==> src/hw/rtl/sbs_pkg.sv <==
`timescale 1ns / 1ps

package sbs_pkg;

    localparam int TIMER_BITS_DEF = 32;
    localparam int BASE_PERIOD    = 11;
    localparam int MS_PER_SEC     = 1000;

    localparam int MS_BITS     = 10;
    localparam int LED_BITS    = 8;
    localparam int LEN_BITS    = 16;
    localparam int DUR_BITS    = LEN_BITS + 1;
    localparam int DRIVE_BITS  = 8;
    localparam int PROD_BITS   = MS_BITS + LED_BITS;
    localparam int RECIP_SHIFT = PROD_BITS + MS_BITS;
    localparam int RECIP_BITS  = RECIP_SHIFT - MS_BITS + 1;

    // ceil(2^RECIP_SHIFT / 1000): exact floor division for any product below 2^PROD_BITS
    localparam logic [RECIP_BITS-1:0] LED_RECIP =
        RECIP_BITS'((64'd1 << RECIP_SHIFT) / MS_PER_SEC + 1);

    typedef enum logic [1:0] {
        OP_TICK  = 2'd0,
        OP_START = 2'd1,
        OP_END   = 2'd2
    } op_t;

    typedef enum logic [1:0] {
        PH_IDLE  = 2'd0,
        PH_BURST = 2'd1,
        PH_REST  = 2'd2
    } phase_t;

    typedef enum logic [1:0] {
        MODE_SINGLE     = 2'd0,
        MODE_REPEAT     = 2'd1,
        MODE_CONTINUOUS = 2'd2
    } mode_t;

    typedef enum logic [1:0] {
        LED_RED   = 2'd0,
        LED_GREEN = 2'd1,
        LED_BLUE  = 2'd2
    } led_t;

    typedef enum logic [1:0] {
        REG_FLAME_MODE   = 2'd0,
        REG_BURST_LENGTH = 2'd1,
        REG_REST_LENGTH  = 2'd2,
        REG_LED_PEAK     = 2'd3
    } cfg_index_t;

    typedef struct packed {
        logic [1:0]            opcode;
        logic [DRIVE_BITS-1:0] drive_level;
    } cmd_t;

    typedef struct packed {
        logic                solenoid_on;
        logic                ignite_pulse;
        logic [1:0]          led_channel;
        logic [LED_BITS-1:0] led_level;
        logic [1:0]          phase_now;
    } result_t;

    typedef struct packed {
        logic [1:0]          index;
        logic [LEN_BITS-1:0] data;
    } cfg_wr_t;

    typedef struct packed {
        logic [1:0]          flame_mode;
        logic [LEN_BITS-1:0] burst_length_ms;
        logic [LEN_BITS-1:0] rest_length_ms;
        logic [LED_BITS-1:0] led_peak;
    } cfg_t;

    typedef struct packed {
        logic                 solenoid_on;
        logic                 ignite_pulse;
        logic [1:0]           led_channel;
        logic [1:0]           phase_now;
        logic [PROD_BITS-1:0] product;
        logic                 second_odd;
        logic [LED_BITS-1:0]  led_peak;
    } stage_t;

endpackage

==> src/hw/rtl/sbs_chan_if.sv <==
`timescale 1ns / 1ps

interface sbs_chan_if #(parameter type T = logic);
    logic valid;
    logic ready;
    T     payload;

    modport source (output valid, output payload, input ready);
    modport sink (input valid, input payload, output ready);
endinterface

==> src/hw/rtl/solenoid_burst_sequencer.sv <==
`timescale 1ns / 1ps

// Burst sequencer for a gas solenoid. Each cmd transfer (tick, start, end)
// yields exactly one result transfer, in order. One item is taken every clock
// while the result path does not stall; a cmd is registered in the core stage
// and then in the output register before its result is valid. The sequencer state
// (ms counter, phase, deadlines) is updated in the cycle the cmd is taken,
// which bounds the clock by a TIMER_BITS-wide increment, saturating add and
// compare; the LED product is registered and divided by 1000 in the output
// stage. Configuration writes are taken every cycle and should only be issued
// with no items in flight.
module solenoid_burst_sequencer
    import sbs_pkg::*;
#(
    parameter int TIMER_BITS = TIMER_BITS_DEF
)
(
    input  logic        clk,
    input  logic        rst_n,
    sbs_chan_if.sink    cmd,
    sbs_chan_if.sink    cfg,
    sbs_chan_if.source  result
);

    cfg_t regs;

    sbs_chan_if #(.T(stage_t)) stage_ch ();

    sbs_cfg_regs u_cfg_regs (
        .clk   (clk),
        .rst_n (rst_n),
        .cfg   (cfg),
        .regs  (regs)
    );

    sbs_core #(
        .TIMER_BITS (TIMER_BITS)
    ) u_core (
        .clk   (clk),
        .rst_n (rst_n),
        .cmd   (cmd),
        .regs  (regs),
        .stage (stage_ch)
    );

    sbs_led_scale u_led_scale (
        .clk    (clk),
        .rst_n  (rst_n),
        .stage  (stage_ch),
        .result (result)
    );

endmodule

==> src/hw/rtl/sbs_cfg_regs.sv <==
`timescale 1ns / 1ps

module sbs_cfg_regs
    import sbs_pkg::*;
(
    input  logic       clk,
    input  logic       rst_n,
    sbs_chan_if.sink   cfg,
    output cfg_t       regs
);

    cfg_t regs_reg;

    assign cfg.ready = 1'b1;
    assign regs      = regs_reg;

    always_ff @(posedge clk or negedge rst_n)
    begin
        if (!rst_n)
        begin
            regs_reg.flame_mode      <= '0;
            regs_reg.burst_length_ms <= '0;
            regs_reg.rest_length_ms  <= '0;
            regs_reg.led_peak        <= '1;
        end
        else if (cfg.valid)
        begin
            unique case (cfg_index_t'(cfg.payload.index))
                REG_FLAME_MODE:   regs_reg.flame_mode      <= cfg.payload.data[1:0];
                REG_BURST_LENGTH: regs_reg.burst_length_ms <= cfg.payload.data;
                REG_REST_LENGTH:  regs_reg.rest_length_ms  <= cfg.payload.data;
                REG_LED_PEAK:     regs_reg.led_peak        <= cfg.payload.data[LED_BITS-1:0];
            endcase
        end
    end

endmodule

==> src/hw/rtl/sbs_core.sv <==
`timescale 1ns / 1ps

module sbs_core
    import sbs_pkg::*;
#(
    parameter int TIMER_BITS = TIMER_BITS_DEF
)
(
    input  logic        clk,
    input  logic        rst_n,
    sbs_chan_if.sink    cmd,
    input  cfg_t        regs,
    sbs_chan_if.source  stage
);

    localparam int TW = TIMER_BITS;
    localparam logic [MS_BITS-1:0] MS_LAST = MS_BITS'(MS_PER_SEC - 1);
    localparam logic [DRIVE_BITS:0] BASE  = (DRIVE_BITS + 1)'(BASE_PERIOD);

    logic [TW-1:0]      now_reg, now_next;
    phase_t             phase_reg, phase_next;
    logic [TW-1:0]      mark_reg, mark_next;
    logic [TW-1:0]      deadline_reg, deadline_next;
    logic               next_drive_reg, next_drive_next;
    logic               valve_reg, valve_next;
    logic [MS_BITS-1:0] ms_reg, ms_next;
    logic               odd_reg, odd_next;
    logic               stage_valid_reg;
    stage_t             stage_reg;

    logic               accept;
    logic               ignite;
    logic [TW-1:0]      tick_now;
    logic [DRIVE_BITS:0] drive_ext;
    logic [DUR_BITS-1:0] closed_time;
    logic [DUR_BITS-1:0] open_time;
    led_t               chan;

    function automatic logic [TW-1:0] sat_add(input logic [TW-1:0] a,
                                              input logic [DUR_BITS-1:0] b);
        logic [TW:0] sum;
        sum = {1'b0, a} + (TW + 1)'(b);
        return sum[TW] ? '1 : sum[TW-1:0];
    endfunction

    assign cmd.ready     = !stage_valid_reg || stage.ready;
    assign accept        = cmd.valid && cmd.ready;
    assign stage.valid   = stage_valid_reg;
    assign stage.payload = stage_reg;

    assign tick_now    = now_reg + 1'b1;
    assign drive_ext   = {1'b0, cmd.payload.drive_level};
    assign closed_time = DUR_BITS'(BASE + drive_ext);
    assign open_time   = (drive_ext < BASE) ? DUR_BITS'(BASE - drive_ext) : '0;

    always_comb
    begin
        now_next        = now_reg;
        phase_next      = phase_reg;
        mark_next       = mark_reg;
        deadline_next   = deadline_reg;
        next_drive_next = next_drive_reg;
        valve_next      = valve_reg;
        ms_next         = ms_reg;
        odd_next        = odd_reg;
        ignite          = 1'b0;

        unique case (op_t'(cmd.payload.opcode))
            OP_TICK:
            begin
                now_next = tick_now;
                if (ms_reg == MS_LAST)
                begin
                    ms_next  = '0;
                    odd_next = ~odd_reg;
                end
                else
                begin
                    ms_next = ms_reg + 1'b1;
                end

                unique case (phase_reg)
                    PH_BURST:
                    begin
                        if (tick_now > deadline_reg)
                        begin
                            valve_next      = next_drive_reg;
                            next_drive_next = ~next_drive_reg;
                            deadline_next   = sat_add(tick_now,
                                next_drive_reg ? open_time : closed_time);
                        end
                        if (tick_now > sat_add(mark_reg, DUR_BITS'(regs.burst_length_ms)))
                        begin
                            unique case (mode_t'(regs.flame_mode))
                                MODE_SINGLE:
                                begin
                                    valve_next = 1'b0;
                                    phase_next = PH_IDLE;
                                end
                                MODE_REPEAT:
                                begin
                                    valve_next = 1'b0;
                                    phase_next = PH_REST;
                                    mark_next  = tick_now;
                                end
                                default: ;
                            endcase
                        end
                    end
                    PH_REST:
                    begin
                        if (tick_now > sat_add(mark_reg, DUR_BITS'(regs.rest_length_ms)))
                        begin
                            phase_next    = PH_BURST;
                            mark_next     = tick_now;
                            deadline_next = tick_now;
                            ignite        = 1'b1;
                        end
                    end
                    default: ;
                endcase
            end
            OP_START:
            begin
                phase_next    = PH_BURST;
                mark_next     = now_reg;
                deadline_next = now_reg;
            end
            OP_END:
            begin
                valve_next = 1'b0;
                phase_next = PH_IDLE;
            end
            default: ;
        endcase
    end

    always_comb
    begin
        unique case (mode_t'(regs.flame_mode))
            MODE_SINGLE:     chan = LED_BLUE;
            MODE_CONTINUOUS: chan = LED_GREEN;
            default:         chan = LED_RED;
        endcase
    end

    always_ff @(posedge clk or negedge rst_n)
    begin
        if (!rst_n)
        begin
            now_reg         <= '0;
            phase_reg       <= PH_IDLE;
            mark_reg        <= '0;
            deadline_reg    <= '0;
            next_drive_reg  <= 1'b0;
            valve_reg       <= 1'b0;
            ms_reg          <= '0;
            odd_reg         <= 1'b0;
            stage_valid_reg <= 1'b0;
        end
        else
        begin
            if (accept)
            begin
                now_reg        <= now_next;
                phase_reg      <= phase_next;
                mark_reg       <= mark_next;
                deadline_reg   <= deadline_next;
                next_drive_reg <= next_drive_next;
                valve_reg      <= valve_next;
                ms_reg         <= ms_next;
                odd_reg        <= odd_next;
            end
            if (accept)
                stage_valid_reg <= 1'b1;
            else if (stage.ready)
                stage_valid_reg <= 1'b0;
        end
    end

    always_ff @(posedge clk)
    begin
        if (accept)
        begin
            stage_reg.solenoid_on  <= valve_next;
            stage_reg.ignite_pulse <= ignite;
            stage_reg.led_channel  <= chan;
            stage_reg.phase_now    <= phase_next;
            stage_reg.product      <= PROD_BITS'(ms_next) * PROD_BITS'(regs.led_peak);
            stage_reg.second_odd   <= odd_next;
            stage_reg.led_peak     <= regs.led_peak;
        end
    end

endmodule

==> src/hw/rtl/sbs_led_scale.sv <==
`timescale 1ns / 1ps

module sbs_led_scale
    import sbs_pkg::*;
(
    input  logic        clk,
    input  logic        rst_n,
    sbs_chan_if.sink    stage,
    sbs_chan_if.source  result
);

    localparam int FULL_BITS = PROD_BITS + RECIP_BITS;

    logic                 out_valid_reg;
    result_t              result_reg;
    logic                 load;
    logic [FULL_BITS-1:0] full;
    logic [LED_BITS-1:0]  scaled;
    logic [LED_BITS-1:0]  level;

    assign stage.ready    = !out_valid_reg || result.ready;
    assign load           = stage.valid && stage.ready;
    assign result.valid   = out_valid_reg;
    assign result.payload = result_reg;

    // product / 1000 by reciprocal multiply
    assign full   = FULL_BITS'(stage.payload.product) * FULL_BITS'(LED_RECIP);
    assign scaled = full[RECIP_SHIFT +: LED_BITS];
    assign level  = stage.payload.second_odd ? stage.payload.led_peak - scaled : scaled;

    always_ff @(posedge clk or negedge rst_n)
    begin
        if (!rst_n)
            out_valid_reg <= 1'b0;
        else if (load)
            out_valid_reg <= 1'b1;
        else if (result.ready)
            out_valid_reg <= 1'b0;
    end

    always_ff @(posedge clk)
    begin
        if (load)
        begin
            result_reg.solenoid_on  <= stage.payload.solenoid_on;
            result_reg.ignite_pulse <= stage.payload.ignite_pulse;
            result_reg.led_channel  <= stage.payload.led_channel;
            result_reg.led_level    <= level;
            result_reg.phase_now    <= stage.payload.phase_now;
        end
    end

endmodule

==> src/flat_wrapper.sv <==
// flat-port wrapper written by rule: the top's interface ports become plain ports
module solenoid_burst_sequencer_flat import sbs_pkg::*;
#(
    parameter int TIMER_BITS = TIMER_BITS_DEF
)
  (clk, rst_n, cmd_valid, cmd_payload, cmd_ready, cfg_valid, cfg_payload, cfg_ready, result_valid, result_payload, result_ready);
  sbs_chan_if #(.T(cmd_t)) cmd_i ();
  sbs_chan_if #(.T(cfg_wr_t)) cfg_i ();
  sbs_chan_if #(.T(result_t)) result_i ();
  input  logic clk;
  input  logic rst_n;
  input wire logic [$bits(cmd_i.valid)-1:0] cmd_valid;
  input wire logic [$bits(cmd_i.payload)-1:0] cmd_payload;
  output wire logic [$bits(cmd_i.ready)-1:0] cmd_ready;
  input wire logic [$bits(cfg_i.valid)-1:0] cfg_valid;
  input wire logic [$bits(cfg_i.payload)-1:0] cfg_payload;
  output wire logic [$bits(cfg_i.ready)-1:0] cfg_ready;
  output wire logic [$bits(result_i.valid)-1:0] result_valid;
  output wire logic [$bits(result_i.payload)-1:0] result_payload;
  input wire logic [$bits(result_i.ready)-1:0] result_ready;
  assign cmd_i.valid = cmd_valid;
  assign cmd_i.payload = cmd_payload;
  assign cmd_ready = cmd_i.ready;
  assign cfg_i.valid = cfg_valid;
  assign cfg_i.payload = cfg_payload;
  assign cfg_ready = cfg_i.ready;
  assign result_valid = result_i.valid;
  assign result_payload = result_i.payload;
  assign result_i.ready = result_ready;
  solenoid_burst_sequencer #(.TIMER_BITS(TIMER_BITS)) u_core (.clk(clk), .rst_n(rst_n), .cmd(cmd_i), .cfg(cfg_i), .result(result_i));
endmodule
==> config.mk <==
export PLATFORM = sky130hd
export DESIGN_NAME = solenoid_burst_sequencer_flat
export DESIGN_NICKNAME = d
export VERILOG_FILES = /design/src/hw/rtl/sbs_pkg.sv /design/src/hw/rtl/sbs_chan_if.sv /design/src/hw/rtl/solenoid_burst_sequencer.sv /design/src/hw/rtl/sbs_cfg_regs.sv /design/src/hw/rtl/sbs_core.sv /design/src/hw/rtl/sbs_led_scale.sv /design/src/flat_wrapper.sv
export SDC_FILE = /design/constraint.sdc
export NUM_CORES = 1
export LEC_CHECK = 0
export ABC_AREA = 0
export BUFFER_PORTS_ARGS = -buffer_cell sky130_fd_sc_hd__buf_2
export CAP_MARGIN = 20
export CORE_UTILIZATION = 50
export DETAILED_ROUTE_END_ITERATION = 7
export PLACE_DENSITY = 0.78
export SLEW_MARGIN = 20
export SYNTH_ARGS = -nofsm -noshare
export SYNTH_HDL_FRONTEND = slang
export SYNTH_SLANG_ARGS = --single-unit
==> constraint.sdc <==
create_clock -name clk -period 10.22 [get_ports clk]
set_clock_uncertainty 0.1 [all_clocks]
set_input_delay 0 -clock clk [delete_from_list [all_inputs] [get_ports clk]]
set_output_delay 0 -clock clk [all_outputs]
set_load 0.01 [all_outputs]
==> results.yml, run 1 <==
run_status:
  status: "finished clean"
cells_and_area:
  syn_to_final_growth_pct: 8.15
  fin_nets: 2926
  largest_register_ffs: 42
  drive_above_1_share_pct: 9.30
  insertedDiodeCount: 0
  design_area_um2: 23900
  final_core_util_pct: 55.1
synthesis:
  ys_seq_area_share_pct: 24.0
  async_flop_share_pct: 76.7
  synth_area_leader_cell: "ha_1"
  netlist_top_cells_area: "ha_1 (19%), dfrtp_1 (17%), fa_1 (8.9%)"
  synth_most_common_cell: "ha_1"
  synth_edf_count: 47
  yosysWarnings: 0
  ys_types: 94
  syn_area_per_cell_um2: 9.10
  synthTopCellsByCount: "ha_1 (340), inv_1 (280), nand2_1 (188)"
  synthCells: 2429
  ys_ff_latch: 202
  yosysTopAreaCellShare_pct: 19.2
  synth-main-ff-cell: "dfrtp_1"
  synth_nets: 2900
  synth_area_um2: 22100
timing:
  max_slew_margin_pct: 29.4
  final.setup.tns_ns: 0
  max_freq_mhz: 131
  finalCritPeriodShare_pct: 74.9
  rsz0062_at_grt: "no"
  period_needed_ns: 7.66
  tightestPinTransition_ns: 1.03
  hold_viol_final: 0
  drv_slew: 0
  finalSetupViolCount: 0
die:
  pin_count: 50
  coreArea_um2: 43400
  die_w_um: 212
  start_util_pct: 51.0
  core.rowCount: 76
  fp.dieH_um: 212
  dieArea_um2: 45100
drt:
  wire_per_inst_um: 19.0
  dr.pass1.iters: 6
  drcViolationCount: 0
  vias_per_cell: 5.88
  vias: 18000
  drt_iter0_drc: 1099
  wl_um: 58000
  detail-route-antenna-nets: 0
grt:
  antenna_found_initial: 2
  grt_usage_pct: 26.1
  grt_busiest_layer: "met2"
  grt_use_met3_pct: 3.31
  grt_pass1_vias: 18300
  grt_first_pass_wirelength_um: 92900
  met1_usage_pct: 29.7
  grt_max_degree: 93
  met2_usage_pct: 47.0
  grt-ovfl-total: 0
clock_tree:
  tritoncts: "done"
  htreeDepth: 1
  cts_root_buf: "clkbuf_16"
  clock_latency_ns: 0.55
  numCtsBuffers: 25
  cts_buffer_depth: 3
  clk_pin_slew_ns: 0.06
  cts.sinks: 202
  postCtsSetupRepairBufs: 0
worst_setup_path:
  r2r_setup_slack_ns: 2.56
  cp_slowest_cell: "or2_2"
  cp_cell_sequence: "ha_1, a21o_1, a21o_1, a2111oi_0, o21ai_0, a2111oi_0, o31ai_1, o41ai_2, nor2_1, xnor2_1, nor2_1, ha_1, a21o_1, a21o_1, a21oi_1, o21ai_0, a2111oi_0, nor2_1, o21ai_0, a311o_1, or2_2, mux2_2"
  end_kind: "flop"
  critPathTopFamily: "compound AO/OA/AOI/OAI gates"
  crit_fanout: 32
  ff2ff_path_depth: 22
  worst_path_largest_cell_delay_ns: 0.78
  crit_type: "reg -> reg"
  critPathBufInv: 0
  crit_start: "u_core.u_core.mark_reg[1]"
  cp-start-kind: "flop"
  rr_endpoint: "u_core.u_core.deadline_reg[21]"
  cp.required_ns: 10.55
  r2r_start: "u_core.u_core.mark_reg[1]"
  critPathArrivalTime_ns: 7.98
  crit_top_cell: "a21o_1"
worst_hold_path:
  hold_path.class: "in -> async"
power:
  ir_drop_mv: 0.442
  power_density_nw_per_um2: 263
  leakagePower_nw: 11.6
job:
  drv_cap: 0
placement:
  dp_hpwl_um: 45400
  port_buffers: 48
  place_area_um2: 22900
  gp_congestion: 0.938
==> metal layers <==
metal | vias to the layer above | share of wire [%] | wire (um)
li1 | 8500 | - | -
met1 | 8702 | 39 | 22800
met2 | 574 | 50 | 28900
met3 | 197 | 4.7 | 2740
met4 | 4 | 6.0 | 3480
met5 | - | 0.047 | 27
==> placed cells by master (no fill, tap or decap), types with 13 or more instances in the layout <==
| master | synthesis | routed |
|---|---|---|
| o22ai_1 | 17 | 17 |
| clkbuf_16 | 0 | 25 |
| a31oi_1 | 23 | 22 |
| fa_1 | 98 | 98 |
| xnor2_1 | 118 | 118 |
| nor3_1 | 39 | 39 |
| nand2b_1 | 23 | 23 |
| buf_2 | 8 | 47 |
| mux2i_1 | 26 | 26 |
| nor2_1 | 179 | 178 |
| a21oi_1 | 93 | 93 |
| ha_1 | 340 | 340 |
| dfrtp_1 | 147 | 147 |
| and3_1 | 13 | 13 |
| nand3_1 | 56 | 56 |
| inv_1 | 280 | 279 |
| nand4_1 | 52 | 52 |
| buf_4 | 9 | 13 |
| a21o_1 | 64 | 64 |
| nand2_1 | 188 | 188 |
| dlygate4sd3_1 | 0 | 25 |
| o21a_1 | 15 | 15 |
| mux2_2 | 84 | 84 |
| xor2_1 | 62 | 62 |
| edfxtp_1 | 47 | 47 |
| and2_1 | 35 | 35 |
| nor2b_1 | 31 | 31 |
| o21ai_0 | 96 | 96 |
==> how the worst max path moves through the flow <==
stage	slack [ns]	to	cells past startpoint
floorplan	3.52	u_core.u_led_scale.result.payload[9]	27
global placement	2.82	u_core.u_core.deadline_reg[0]	22
detailed placement	2.63	u_core.u_core.deadline_reg[21]	22
CTS	2.57	u_core.u_core.deadline_reg[21]	22
global route	1.94	u_core.u_core.deadline_reg[21]	22
finish	2.56	u_core.u_core.deadline_reg[21]	22
==> cell families after synthesis <==
| family | Yosys count | synth area share, % |
|---|---|---|
| muxes | 113 | 5.61 |
| buffers and inverters | 369 | 6.50 |
| other | 1 | 0.0170 |
| and+or+nand+nor | 683 | 15.4 |
| AOI/OAI and AO/OA | 440 | 13.1 |
| adders and majority gates | 440 | 28.2 |
| xor gates and xnor gates | 181 | 7.20 |
| DFF | 202 | 24.0 |
==> stage by stage <==
stage	hold WS [ns]	std cells	worst slack [ns]	total power, mW
2_1_floorplan	-0.396	2429	3.52	4.29
3_5_place_dp	0.0552	2988	2.63	5.40
6_report	0.000393	3059	2.56	6.30
4_1_cts	0.0587	3059	2.57	6.34
5_1_grt	0.0829	3059	1.94	7.03
3_3_place_gp	0.0476	2987	2.82	5.13
==> layout make-up <==
type | instances | area (um^2)
tap | 585 | 732
multi-input combinational | 1858 | 15400
inverter | 281 | 1050
fill | 3844 | 19400
clock inverter | 6 | 65.1
clock buffer | 40 | 732
timing repair buffer | 87 | 622
sequential | 202 | 5300
==> power by group <==
part | internal (mW) | switching [mW]
Sequential | 1.03 | 0.227
Clock | 0.515 | 0.357
Combinational | 1.80 | 2.36
==> repair_timing <==
action	CTS	global route
resized for setup	0	0
hold buffers	25	0
hold endpoints to repair	143	0
No activity file was read; power rests on OpenSTA's default activity.
==> run 2: changes to the inputs <==
- PLACE_DENSITY: 0.78 -> 0.81
- clock period: 10.22 -> 6.4 ns (I/O delays scaled with it)
==> run 2 against run 1 <==
The flow now finishes with violations (hold timing, setup timing); clock power up 59%; combinational power up 81%; routed wire length up 5.2%; hold slack worse by 0.053 ns; design area up 5.2%; die area unchanged; utilization up 2.9 points; register-to-register slack worse by 2.8 ns; cell count up 4.2%; critical path type unchanged.
==> results.yml, run 2 (synthesized netlist as in run 1, its figures left out) <==
run_status:
  status: "finished, violations left"
  violations: "hold timing, setup timing"
power:
  ir_drop_mv: 0.537
  leakagePower_nw: 12.3
  power_density_nw_per_um2: 431
  power_switching_mw: 5.03
  p_sw_share_pct: 46.4
  intPower_mw: 5.82
  power_frac_clock_pct: 12.8
  pwr-share-seq_pct: 17.9
  finalPower_mw: 10.8
  p_comb_share_pct: 69.3
drt:
  wl_met1_um: 22900
  dr.pass1.iters: 6
  wl_um: 61000
  drt_iter0_drc: 1306
  drcViolationCount: 0
  wl_met2_um: 30700
  detail-route-antenna-nets: 0
  routed.top_layer: "met4"
  vias_per_cell: 5.90
  wire_per_inst_um: 19.1
  wl_met3_um: 3110
  vias: 18800
die:
  die_w_um: 212
  fp.dieH_um: 212
  coreArea_um2: 43400
  core.rowCount: 76
  start_util_pct: 51.0
  dieArea_um2: 45100
  pin_count: 50
timing:
  period_needed_ns: 6.68
  hold_viol_final: 17
  whs_ns: -0.0528
  finalCritPeriodShare_pct: 104
  max_freq_mhz: 150
  max_slew_margin_pct: 35.2
  finalWorstSetupSlack_ns: -0.280
  finalSetupViolCount: 2
  rsz0062_at_grt: "yes"
  drv_slew: 0
  tightestPinTransition_ns: 0.972
clock_tree:
  clk_pin_slew_ns: 0.06
  cts_root_buf: "clkbuf_16"
  tritoncts: "done"
  cts.sinks: 202
  htreeDepth: 1
  numCtsBuffers: 25
  cts_buffer_depth: 3
  clock_latency_ns: 0.55
placement:
  place_area_um2: 23800
  port_buffers: 48
  dp.cells: 3101
  dp_hpwl_um: 47600
  gp_congestion: 0.997
cells_and_area:
  fin_nets: 3055
  syn_to_final_growth_pct: 13.8
  insertedDiodeCount: 0
  final_cell_mix: "ha_1 (333), inv_1 (277), nand2_1 (187), nor2_1 (175), dfrtp_1 (147)"
  final_cells: 3188
  drive_above_1_share_pct: 15.3
  largest_register_ffs: 42
  design_area_um2: 25200
  final_core_util_pct: 58.0
  layout_commonest_cell: "ha_1"
worst_hold_path:
  hold_path.class: "in -> async"
grt:
  antenna_found_initial: 1
  grt_usage_pct: 27.2
  grt_max_degree: 86
  grt-ovfl-total: 0
  grt_first_pass_wirelength_um: 97700
  grt_pass1_vias: 19400
worst_setup_path:
  crit_type: "reg -> reg"
  cp.required_ns: 6.59
  r2r_setup_slack_ns: -0.28
  rr_endpoint: "u_core.u_led_scale.result.payload[9]"
  end_kind: "flop"
  cp-start-kind: "flop"
  r2r_start: "u_core.u_core.stage.payload[20]"
  ff2ff_path_depth: 24
  critPathArrivalTime_ns: 6.87
  crit_fanout: 4
job:
  drv_cap: 0
-- run 2: cell types whose count changed in the layout (fill, tap and decap cells not counted), sizes merged --
cell / previous run / this run
buf: 62 / 186
bufinv: 1 / 0
clkbuf: 40 / 32
clkinv: 4 / 10
clkinvlp: 1 / 4
dlygate4sd3: 25 / 28
inv: 281 / 283
-- run 2: area by class of cell --
type | count | area (um^2)
fillers | 3677 | 18200
multi-input cells | 1858 | 15600
flip-flops and latches | 202 | 5300
repair buffers | 216 | 1660
inverters | 281 | 1050
well taps | 585 | 732
clock buffers | 30 | 689
clock inverters | 16 | 103
-- run 2: metal layers --
layer / vias to the layer above / track usage [%]
met2: 686 / 49.2
met4: 0 / 16.9
met3: 238 / 3.12
li1: 8772 / -
met1: 9125 / 30.3
met5: - / 0
-- run 2: power groups by stage --
stage / Clock [mW] / Combinational [mW] / Sequential [mW]
after CTS: 1.40 / 7.24 / 1.94
final: 1.39 / 7.51 / 1.95
after detailed placement: 0 / 7.04 / 1.96
after global placement: 0 / 6.60 / 1.94
after floorplan: 0 / 5.06 / 1.85
after global routing: 1.45 / 8.53 / 1.98
-- run 2: worst max path at each step --
stage	startpoint	end
global placement	u_core.u_core.stage.payload[12]	u_core.u_led_scale.result.payload[9]
detailed placement	u_core.u_core.stage.payload[12]	u_core.u_led_scale.result.payload[9]
finish	u_core.u_core.stage.payload[20]	u_core.u_led_scale.result.payload[9]
global route	u_core.u_core.stage.payload[20]	u_core.u_led_scale.result.payload[9]
CTS	u_core.u_core.stage.payload[16]	u_core.u_led_scale.result.payload[9]
floorplan	u_core.u_core.stage.payload[17]	u_core.u_led_scale.result.payload[9]
-- run 2: metrics by stage --
step	setup WS [ns]	hold slack [ns]	setup TNS, ns
6_report	-0.280	-0.0528	-0.478
5_1_grt	-0.519	0.0211	-1.36
4_1_cts	-0.264	0.0126	-0.329
3_5_place_dp	-0.418	0.0261	-3.83
3_3_place_gp	-0.0884	0.00456	-0.121
2_1_floorplan	0.00219	-0.396	0
-- run 2: repair_timing --
action                                  4_1_cts  5_1_grt
buffers inserted                              6        7
endpoints found under the setup margin       63       72
hold buffers                                 28        0
endpoints found under the hold margin       134        0
cloned                                        0        2
pin swaps                                     7       21
resized for setup                            13       32
-- run 2: critical path, cell delays in order, from the launching register on --
cell and delay (ns):
edfxtp_1 0.51, buf_4 0.20, ha_1 0.30, ha_1 0.32
ha_1 0.32, fa_1 0.52, fa_1 0.50, ha_1 0.32
ha_1 0.32, nand3_1 0.13, o41ai_2 0.36, o211ai_1 0.18
nand2_2 0.16, nor2_2 0.06, xor2_1 0.17, ha_1 0.30
a21o_1 0.16, a21o_1 0.17, maj3_2 0.29, a21o_1 0.18
or3_1 0.38, o22ai_2 0.12, a211oi_2 0.07, mux2i_1 0.21
xnor2_1 0.09
